`src/rtl/ttcb_pkg.sv`:
```
`timescale 1ns / 1ps
// ----------------------------------------------------------------------------
// ttcb_pkg
// Shared constants, codes and controller/datapath interface types for the
// text terminal cell buffer.
// ----------------------------------------------------------------------------
package ttcb_pkg;

  // store geometry
  localparam int DEPTH    = 4096;
  localparam int AW       = 12;
  localparam int LW       = 13;
  localparam int MAX_COLS = 128;
  localparam int MAX_ROWS = 32;

  // attribute written by the power-up clearing pass
  localparam logic [7:0] BLANK_ATTR_RST = 8'd7;

  // character codes
  localparam logic [7:0] CH_NEWLINE   = 8'd10;
  localparam logic [7:0] CH_RETURN    = 8'd13;
  localparam logic [7:0] CH_BACKSPACE = 8'd8;
  localparam logic [7:0] CH_TAB       = 8'd9;
  localparam logic [7:0] CH_NUL       = 8'd0;

  // request function codes
  localparam logic [1:0] FN_PUT   = 2'd0;
  localparam logic [1:0] FN_CLEAR = 2'd1;
  localparam logic [1:0] FN_READ  = 2'd2;

  // configuration register indexes
  localparam logic [2:0] REG_COLS       = 3'd0;
  localparam logic [2:0] REG_ROWS       = 3'd1;
  localparam logic [2:0] REG_TEXT_ATTR  = 3'd2;
  localparam logic [2:0] REG_BLANK_ATTR = 3'd3;
  localparam logic [2:0] REG_ORIGIN_COL = 3'd4;
  localparam logic [2:0] REG_ORIGIN_ROW = 3'd5;

  // datapath operation codes
  localparam logic [4:0] OP_NONE       = 5'd0;
  localparam logic [4:0] OP_ACCEPT     = 5'd1;
  localparam logic [4:0] OP_INIT_STEP  = 5'd2;
  localparam logic [4:0] OP_TGT_NL     = 5'd3;
  localparam logic [4:0] OP_TGT_INC    = 5'd4;
  localparam logic [4:0] OP_DIV_CUR    = 5'd5;
  localparam logic [4:0] OP_TGT_ROW    = 5'd6;
  localparam logic [4:0] OP_BACKSPACE  = 5'd7;
  localparam logic [4:0] OP_COMMIT     = 5'd8;
  localparam logic [4:0] OP_SCROLL_GO  = 5'd9;
  localparam logic [4:0] OP_COPY_RD    = 5'd10;
  localparam logic [4:0] OP_COPY_WR    = 5'd11;
  localparam logic [4:0] OP_BLANK_GO   = 5'd12;
  localparam logic [4:0] OP_BLANK_STEP = 5'd13;
  localparam logic [4:0] OP_SCROLL_END = 5'd14;
  localparam logic [4:0] OP_CLEAR_GO   = 5'd15;
  localparam logic [4:0] OP_CLEAR_STEP = 5'd16;
  localparam logic [4:0] OP_READ_RD    = 5'd17;
  localparam logic [4:0] OP_READ_CAP   = 5'd18;
  localparam logic [4:0] OP_OUT_LOAD   = 5'd19;

  typedef struct packed {
    logic [4:0] op;
  } cmd_t;

  typedef struct packed {
    logic [1:0] func;
    logic       is_nl;
    logic       is_cr;
    logic       is_bs;
    logic       is_tab;
    logic       tgt_ge_len;
    logic       copy_done;
    logic       cell_last;
    logic       init_last;
    logic       div_valid;
    logic       out_busy;
  } sts_t;

endpackage

```
`src/rtl/ttcb_ctrl.sv`:
```
`timescale 1ns / 1ps
// ----------------------------------------------------------------------------
// ttcb_ctrl
// Controller: sequences decode, cursor moves, scroll, clear, read and
// result hand-off, one datapath operation per cycle outside wait states.
// ----------------------------------------------------------------------------
module ttcb_ctrl import ttcb_pkg::*; (
  input  logic clk,
  input  logic rst_n,
  input  logic in_valid,
  output logic in_ready,
  input  sts_t sts,
  output cmd_t cmd
);

  localparam logic [3:0] S_INIT     = 4'd0;
  localparam logic [3:0] S_IDLE     = 4'd1;
  localparam logic [3:0] S_DECODE   = 4'd2;
  localparam logic [3:0] S_DIV_WAIT = 4'd3;
  localparam logic [3:0] S_MOVE     = 4'd4;
  localparam logic [3:0] S_ROW_DIV  = 4'd5;
  localparam logic [3:0] S_COPY_RD  = 4'd6;
  localparam logic [3:0] S_COPY_WR  = 4'd7;
  localparam logic [3:0] S_BLANK    = 4'd8;
  localparam logic [3:0] S_SCR_END  = 4'd9;
  localparam logic [3:0] S_CLEAR    = 4'd10;
  localparam logic [3:0] S_READ_CAP = 4'd11;
  localparam logic [3:0] S_FIN      = 4'd12;
  localparam logic [3:0] S_FIN_WAIT = 4'd13;
  localparam logic [3:0] S_OUT      = 4'd14;

  logic [3:0] state_r, state_nxt;
  logic       row_r, row_nxt;

  assign in_ready = state_r == S_IDLE;

  always_comb begin
    state_nxt = state_r;
    row_nxt   = row_r;
    cmd.op    = OP_NONE;
    case (state_r)
      S_INIT: begin
        cmd.op = OP_INIT_STEP;
        if (sts.init_last) state_nxt = S_IDLE;
      end
      S_IDLE: if (in_valid) begin
        cmd.op    = OP_ACCEPT;
        state_nxt = S_DECODE;
      end
      S_DECODE: begin
        row_nxt   = 1'b0;
        state_nxt = S_FIN;
        case (sts.func)
          FN_PUT: begin
            if (sts.is_nl) begin
              cmd.op    = OP_TGT_NL;
              row_nxt   = 1'b1;
              state_nxt = S_MOVE;
            end else if (sts.is_cr) begin
              cmd.op    = OP_DIV_CUR;
              state_nxt = S_DIV_WAIT;
            end else if (sts.is_bs) begin
              cmd.op = OP_BACKSPACE;
            end else if (!sts.is_tab) begin
              cmd.op    = OP_TGT_INC;
              state_nxt = S_MOVE;
            end
          end
          FN_CLEAR: begin
            cmd.op    = OP_CLEAR_GO;
            state_nxt = S_CLEAR;
          end
          FN_READ: begin
            cmd.op    = OP_READ_RD;
            state_nxt = S_READ_CAP;
          end
          default: ;
        endcase
      end
      // row start of the cursor as the next target
      S_DIV_WAIT: if (sts.div_valid) begin
        cmd.op    = OP_TGT_ROW;
        state_nxt = S_MOVE;
      end
      S_MOVE: begin
        if (sts.tgt_ge_len) begin
          cmd.op    = OP_SCROLL_GO;
          state_nxt = S_COPY_RD;
        end else begin
          cmd.op    = OP_COMMIT;
          state_nxt = row_r ? S_ROW_DIV : S_FIN;
          row_nxt   = 1'b0;
        end
      end
      S_ROW_DIV: begin
        cmd.op    = OP_DIV_CUR;
        state_nxt = S_DIV_WAIT;
      end
      // scroll: move each row up, then blank the last row
      S_COPY_RD: begin
        if (sts.copy_done) begin
          cmd.op    = OP_BLANK_GO;
          state_nxt = S_BLANK;
        end else begin
          cmd.op    = OP_COPY_RD;
          state_nxt = S_COPY_WR;
        end
      end
      S_COPY_WR: begin
        cmd.op    = OP_COPY_WR;
        state_nxt = S_COPY_RD;
      end
      S_BLANK: begin
        cmd.op = OP_BLANK_STEP;
        if (sts.cell_last) state_nxt = S_SCR_END;
      end
      S_SCR_END: begin
        cmd.op    = OP_SCROLL_END;
        state_nxt = row_r ? S_ROW_DIV : S_FIN;
        row_nxt   = 1'b0;
      end
      S_CLEAR: begin
        cmd.op = OP_CLEAR_STEP;
        if (sts.cell_last) state_nxt = S_FIN;
      end
      S_READ_CAP: begin
        cmd.op    = OP_READ_CAP;
        state_nxt = S_FIN;
      end
      // screen coordinates of the final cursor
      S_FIN: begin
        cmd.op    = OP_DIV_CUR;
        state_nxt = S_FIN_WAIT;
      end
      S_FIN_WAIT: if (sts.div_valid) state_nxt = S_OUT;
      S_OUT: if (!sts.out_busy) begin
        cmd.op    = OP_OUT_LOAD;
        state_nxt = S_IDLE;
      end
      default: state_nxt = S_IDLE;
    endcase
  end

  always_ff @(posedge clk) begin
    if (!rst_n) begin
      state_r <= S_INIT;
      row_r   <= 1'b0;
    end else begin
      state_r <= state_nxt;
      row_r   <= row_nxt;
    end
  end

endmodule

```
`config.mk`:
```
export PLATFORM = sky130hd
export DESIGN_NAME = ttcb_ctrl
export DESIGN_NICKNAME = d
export VERILOG_FILES = /design/src/rtl/ttcb_pkg.sv /design/src/rtl/ttcb_ctrl.sv
export SDC_FILE = /design/constraint.sdc
export NUM_CORES = 1
export LEC_CHECK = 0
export ABC_AREA = 1
export BUFFER_PORTS_ARGS = -buffer_cell sky130_fd_sc_hd__buf_2
export CAP_MARGIN = 5
export CELL_PAD_IN_SITES_DETAIL_PLACEMENT = 0
export CELL_PAD_IN_SITES_GLOBAL_PLACEMENT = 1
export CORE_MARGIN = 8
export CORE_UTILIZATION = 32
export DETAILED_ROUTE_END_ITERATION = 8
export HOLD_SLACK_MARGIN = 0.06
export PLACE_DENSITY = 0.74
export SLEW_MARGIN = 10
export SYNTH_ARGS = -nofsm -noshare
export SYNTH_HDL_FRONTEND = slang
export SYNTH_SLANG_ARGS = --single-unit
```
`constraint.sdc`:
```
create_clock -name clk -period 1.26 [get_ports clk]
set_input_delay 0.063 -clock clk [delete_from_list [all_inputs] [get_ports clk]]
set_output_delay 0.063 -clock clk [all_outputs]
set_load 0.01 [all_outputs]
```
==> run summary <==
STA
------------------------------------------------------------------------------
Part of the cycle the worst path needs                                  121.1%
Setup repair after global routing missed its margin                       true
Relative slew slack                                                     80.29%
Final Worst Setup Slack                                             -0.2658 ns
Upper clock frequency limit                                          655.4 MHz
Minimum period implied by the final worst setup slack                 1.526 ns
Sum of negative setup slack                                          -1.759 ns
Final hold violation count                                                   0
Maximum clock skew at final layout                                 0.002809 ns
Pins over their slew limit                                                   0
Setup Viol. Count Final                                                     10
Slew @ Worst Pin                                                     0.2949 ns

CELLS AND AREA
------------------------------------------------------------------------------
Final instance area                                                 1543 sq um
Proportion of layout cells with a drive suffix above 1                  55.02%
Diode count                                                                  0
Post-synthesis to final-layout area growth                              66.40%
Utilization after layout                                                55.94%
Layout net count                                                           230

POWER
------------------------------------------------------------------------------
PwrDens                                                           1895 nW/um^2
Final Total Pwr                                                        2923 uW
Leakage power figure                                              0.0008174 uW
Maximum vdd drop                                                       1516 uV

GRT
------------------------------------------------------------------------------
Antenna violations before repair                                             0
Vias in the first global route                                           1,121
Wire length of the first global-routing pass                          5.209 mm
Pin count of the biggest net entering global routing                         9
GRT Resource Usage Total                                                12.38%
Final global-route overflow total                                            0

CLOCK NETWORK
------------------------------------------------------------------------------
TritonCTS clock tree                                                      done
Later-pin clock latency in the skew report                             0.24 ns
CTS Root Buffer Type                                              sky130_fd_sc_hd__clkbuf_4
Maximum level of the CTS H-tree                                              1
Number of sinks driven by the clock tree                                     5
Reg clk slew, reported paths                                           0.05 ns
Buffer levels on the longest clock path                                      2
CTS buffer count                                                             3

DETAILED ROUTING
------------------------------------------------------------------------------
Residual antenna-violating net count after detailed routing                  0
Detailed-route wire length                                            3.299 mm
Remaining routing DRC violations                                             0
Detailed-route vias per instance                                         5.075
Wire per inst                                                         13.75 um
Detailed Route Iter0 Violations                                             93
Number of iterations in the first detailed-routing pass                      4
Via Count                                                                1,218

RUN STATUS
------------------------------------------------------------------------------
Run status                                                        finished, violations left
Violations in the final reports                                   negative setup slack

PLACED DESIGN
------------------------------------------------------------------------------
Count of port buffers added during placement                                20
Placed standard-cell area                                           1229 sq um
Final GP Congestion                                                     0.9115
Estimated wirelength of the detail-placed design                      2.383 mm

CRITICAL PATH
------------------------------------------------------------------------------
CP bufs+invs                                                                 2
Worst path top cell family by delay                                 flip-flops
Critical-path cell list                                           buf_12, nor2_4, a22o_4, nor3_4, nand3_1, buf_2
Worst path required time                                               1.20 ns
Endpoint kind of the worst setup timing path                      primary output
Critical-path cell with the highest stage delay                   sky130_fd_sc_hd__dfxtp_4
Crit path arrival time                                                 1.46 ns
Type of the worst setup path                                           reg2out
CP peak stage delay                                                    0.38 ns
Crit path max fanout                                                         4
Category of the worst setup path launch point                         register

SYNTH
------------------------------------------------------------------------------
Compound-gate portion of the synthesized area                           11.34%
Count of flip-flops with a built-in enable after synthesis                   0
Cell types with the largest area share after synthesis            sky130_fd_sc_hd__nand2_1 (19%), sky130_fd_sc_hd__dfxtp_1 (11%), sky130_fd_sc_hd__inv_1 (7.7%), sky130_fd_sc_hd__ha_1 (6.7%), sky130_fd_sc_hd__nor2_1 (6.5%)
Dominant combinational cell family by area after synthesis        simple AND/OR/NAND/NOR gates
Mapped Avg Cell Area                                               5.868 sq um
Post-synthesis net count                                                   178
Post-synthesis register bit count                                            5
Asr flop ratio synth                                                        0%
Post-Synthesis Cell Area                                           927.1 sq um
Proportion of synthesized area in mux cells                                 0%
Cell type contributing the most total cell area after synthesis   sky130_fd_sc_hd__nand2_1
Synthesized-area fraction occupied by xor and xnor cells                    0%
Synth Instances                                                            158
Seq/Total Area, Yosys                                                   10.80%
Synthesis Warnings                                                           0
Distinct cell type count after synthesis                                    28
Most instantiated flip-flop cell in the synthesis netlist         sky130_fd_sc_hd__dfxtp_1
Adder and majority gate portion of the synthesized area                 6.748%
Simple-gate share of the synthesized area                               58.97%
Yosys top cell area share                                               19.03%

DIE
------------------------------------------------------------------------------
Area of the core region                                             2758 sq um
Die Footprint                                                       4876 sq um
# rows                                                                      19
Width of the chip                                                     69.83 um
Number of I/O pins                                                          21
Starting density of the core                                            33.62%
Floorplan die height                                                  69.83 um

MIN PATH
------------------------------------------------------------------------------
Type of the worst min-delay path                                        in2reg

FLOW RUN
------------------------------------------------------------------------------
Max capacitance violation total                                              0

## worst register-to-register path: cells and delay by family, from the launching register on
kind,cells,cell delay (ns)
compound gates,1,0.06
simple gates,6,0.56
buf+inv,3,0.37
flops,1,0.32
## logic make-up after synthesis
logic type | Yosys count
AOI/OAI and AO/OA | 15
DFF | 5
adders and majority gates | 5
and+or+nand+nor | 105
buffers and inverters | 28
## cell usage in the layout (no fill, tap or decap), drive strengths merged
cell    instances
clkinv          2
nand2          52
nand3          14
dfxtp           5
buf            49
or2             2
nor3            4
o211ai          1
clkbuf          3
ha              5
o311ai          1
inv            25
a22o            1
nand3b          3
a211oi          2
o21ai           6
nand4           3
nor2           27
a21oi           4
## worst paths after layout
check                           slack (ns)          to  cells after the start        from
worst max-delay path                 -0.27      cmd[1]                      6  state_r[0]
worst min-delay path                  0.09       row_r                      3       rst_n
worst max register to register       -0.14  state_r[2]                     10  state_r[1]
worst min register to register        0.55  state_r[3]                      2  state_r[3]
## metrics by stage
step / hold WS [ns] / worst slack [ns] / cells
floorplan: 0.2020 / 0.02681 / 158
global placement: 0.3491 / -0.1462 / 225
detailed placement: 0.3525 / -0.1502 / 225
CTS: 0.08863 / -0.2172 / 237
global route: 0.09851 / -0.3428 / 240
finish: 0.09280 / -0.2658 / 240
## report_power, final
part	leakage [uW]	total (uW)	switching, uW	internal [uW]
registers	0.0000434	328	95.3	233
logic	0.000756	2410	1240	1170
clock network	0.0000177	185	69.7	115
## cell usage after synthesis, types with 2 or more instances
cell and number:
sky130_fd_sc_hd__a21oi_1 3, sky130_fd_sc_hd__buf_4 2, sky130_fd_sc_hd__dfxtp_1 5, sky130_fd_sc_hd__ha_1 5
sky130_fd_sc_hd__inv_1 19, sky130_fd_sc_hd__inv_2 6, sky130_fd_sc_hd__nand2_1 47, sky130_fd_sc_hd__nand2_2 4
sky130_fd_sc_hd__nand3_1 9, sky130_fd_sc_hd__nand3_2 5, sky130_fd_sc_hd__nand3b_2 2, sky130_fd_sc_hd__nand4_1 3
sky130_fd_sc_hd__nor2_1 16, sky130_fd_sc_hd__nor2_2 7, sky130_fd_sc_hd__nor2_4 3, sky130_fd_sc_hd__nor3_1 4
sky130_fd_sc_hd__o21ai_0 6, sky130_fd_sc_hd__or2_2 2
## final cells by class
cell class / instances / area, sq um
multi-input combinational: 125 / 873.3
clock buffer: 3 / 22.52
fill: 267 / 1215
sequential: 5 / 112.6
clock inverter: 1 / 5.005
timing repair buffer: 49 / 385.4
inverter: 26 / 105.1
tap: 31 / 38.79
## per-layer routing
metal  vias to the layer above  global-route usage [%]  part of all wire (%)  wire [um]
met5                         -                       0                     0          0
met4                         0                  0.6696                   2.1         70
met3                        12                   3.290                   5.2        171
met2                        42                   20.00                    48       1592
met1                       561                   16.56                    44       1464
li1                        603                       -                     -          -
## flip-flops by register name, indices dropped and copies added, names as in the netlist
name and flops:
state_r 4, row_r 1
## timing repair
action,in CTS,in global routing
gates resized for setup,27,29
buffers inserted,8,3
hold buffers,0,0
setup endpoints to repair,11,11
pin swaps,9,15
endpoints found under the hold margin,0,0
No activity file was read; power rests on OpenSTA's default activity.
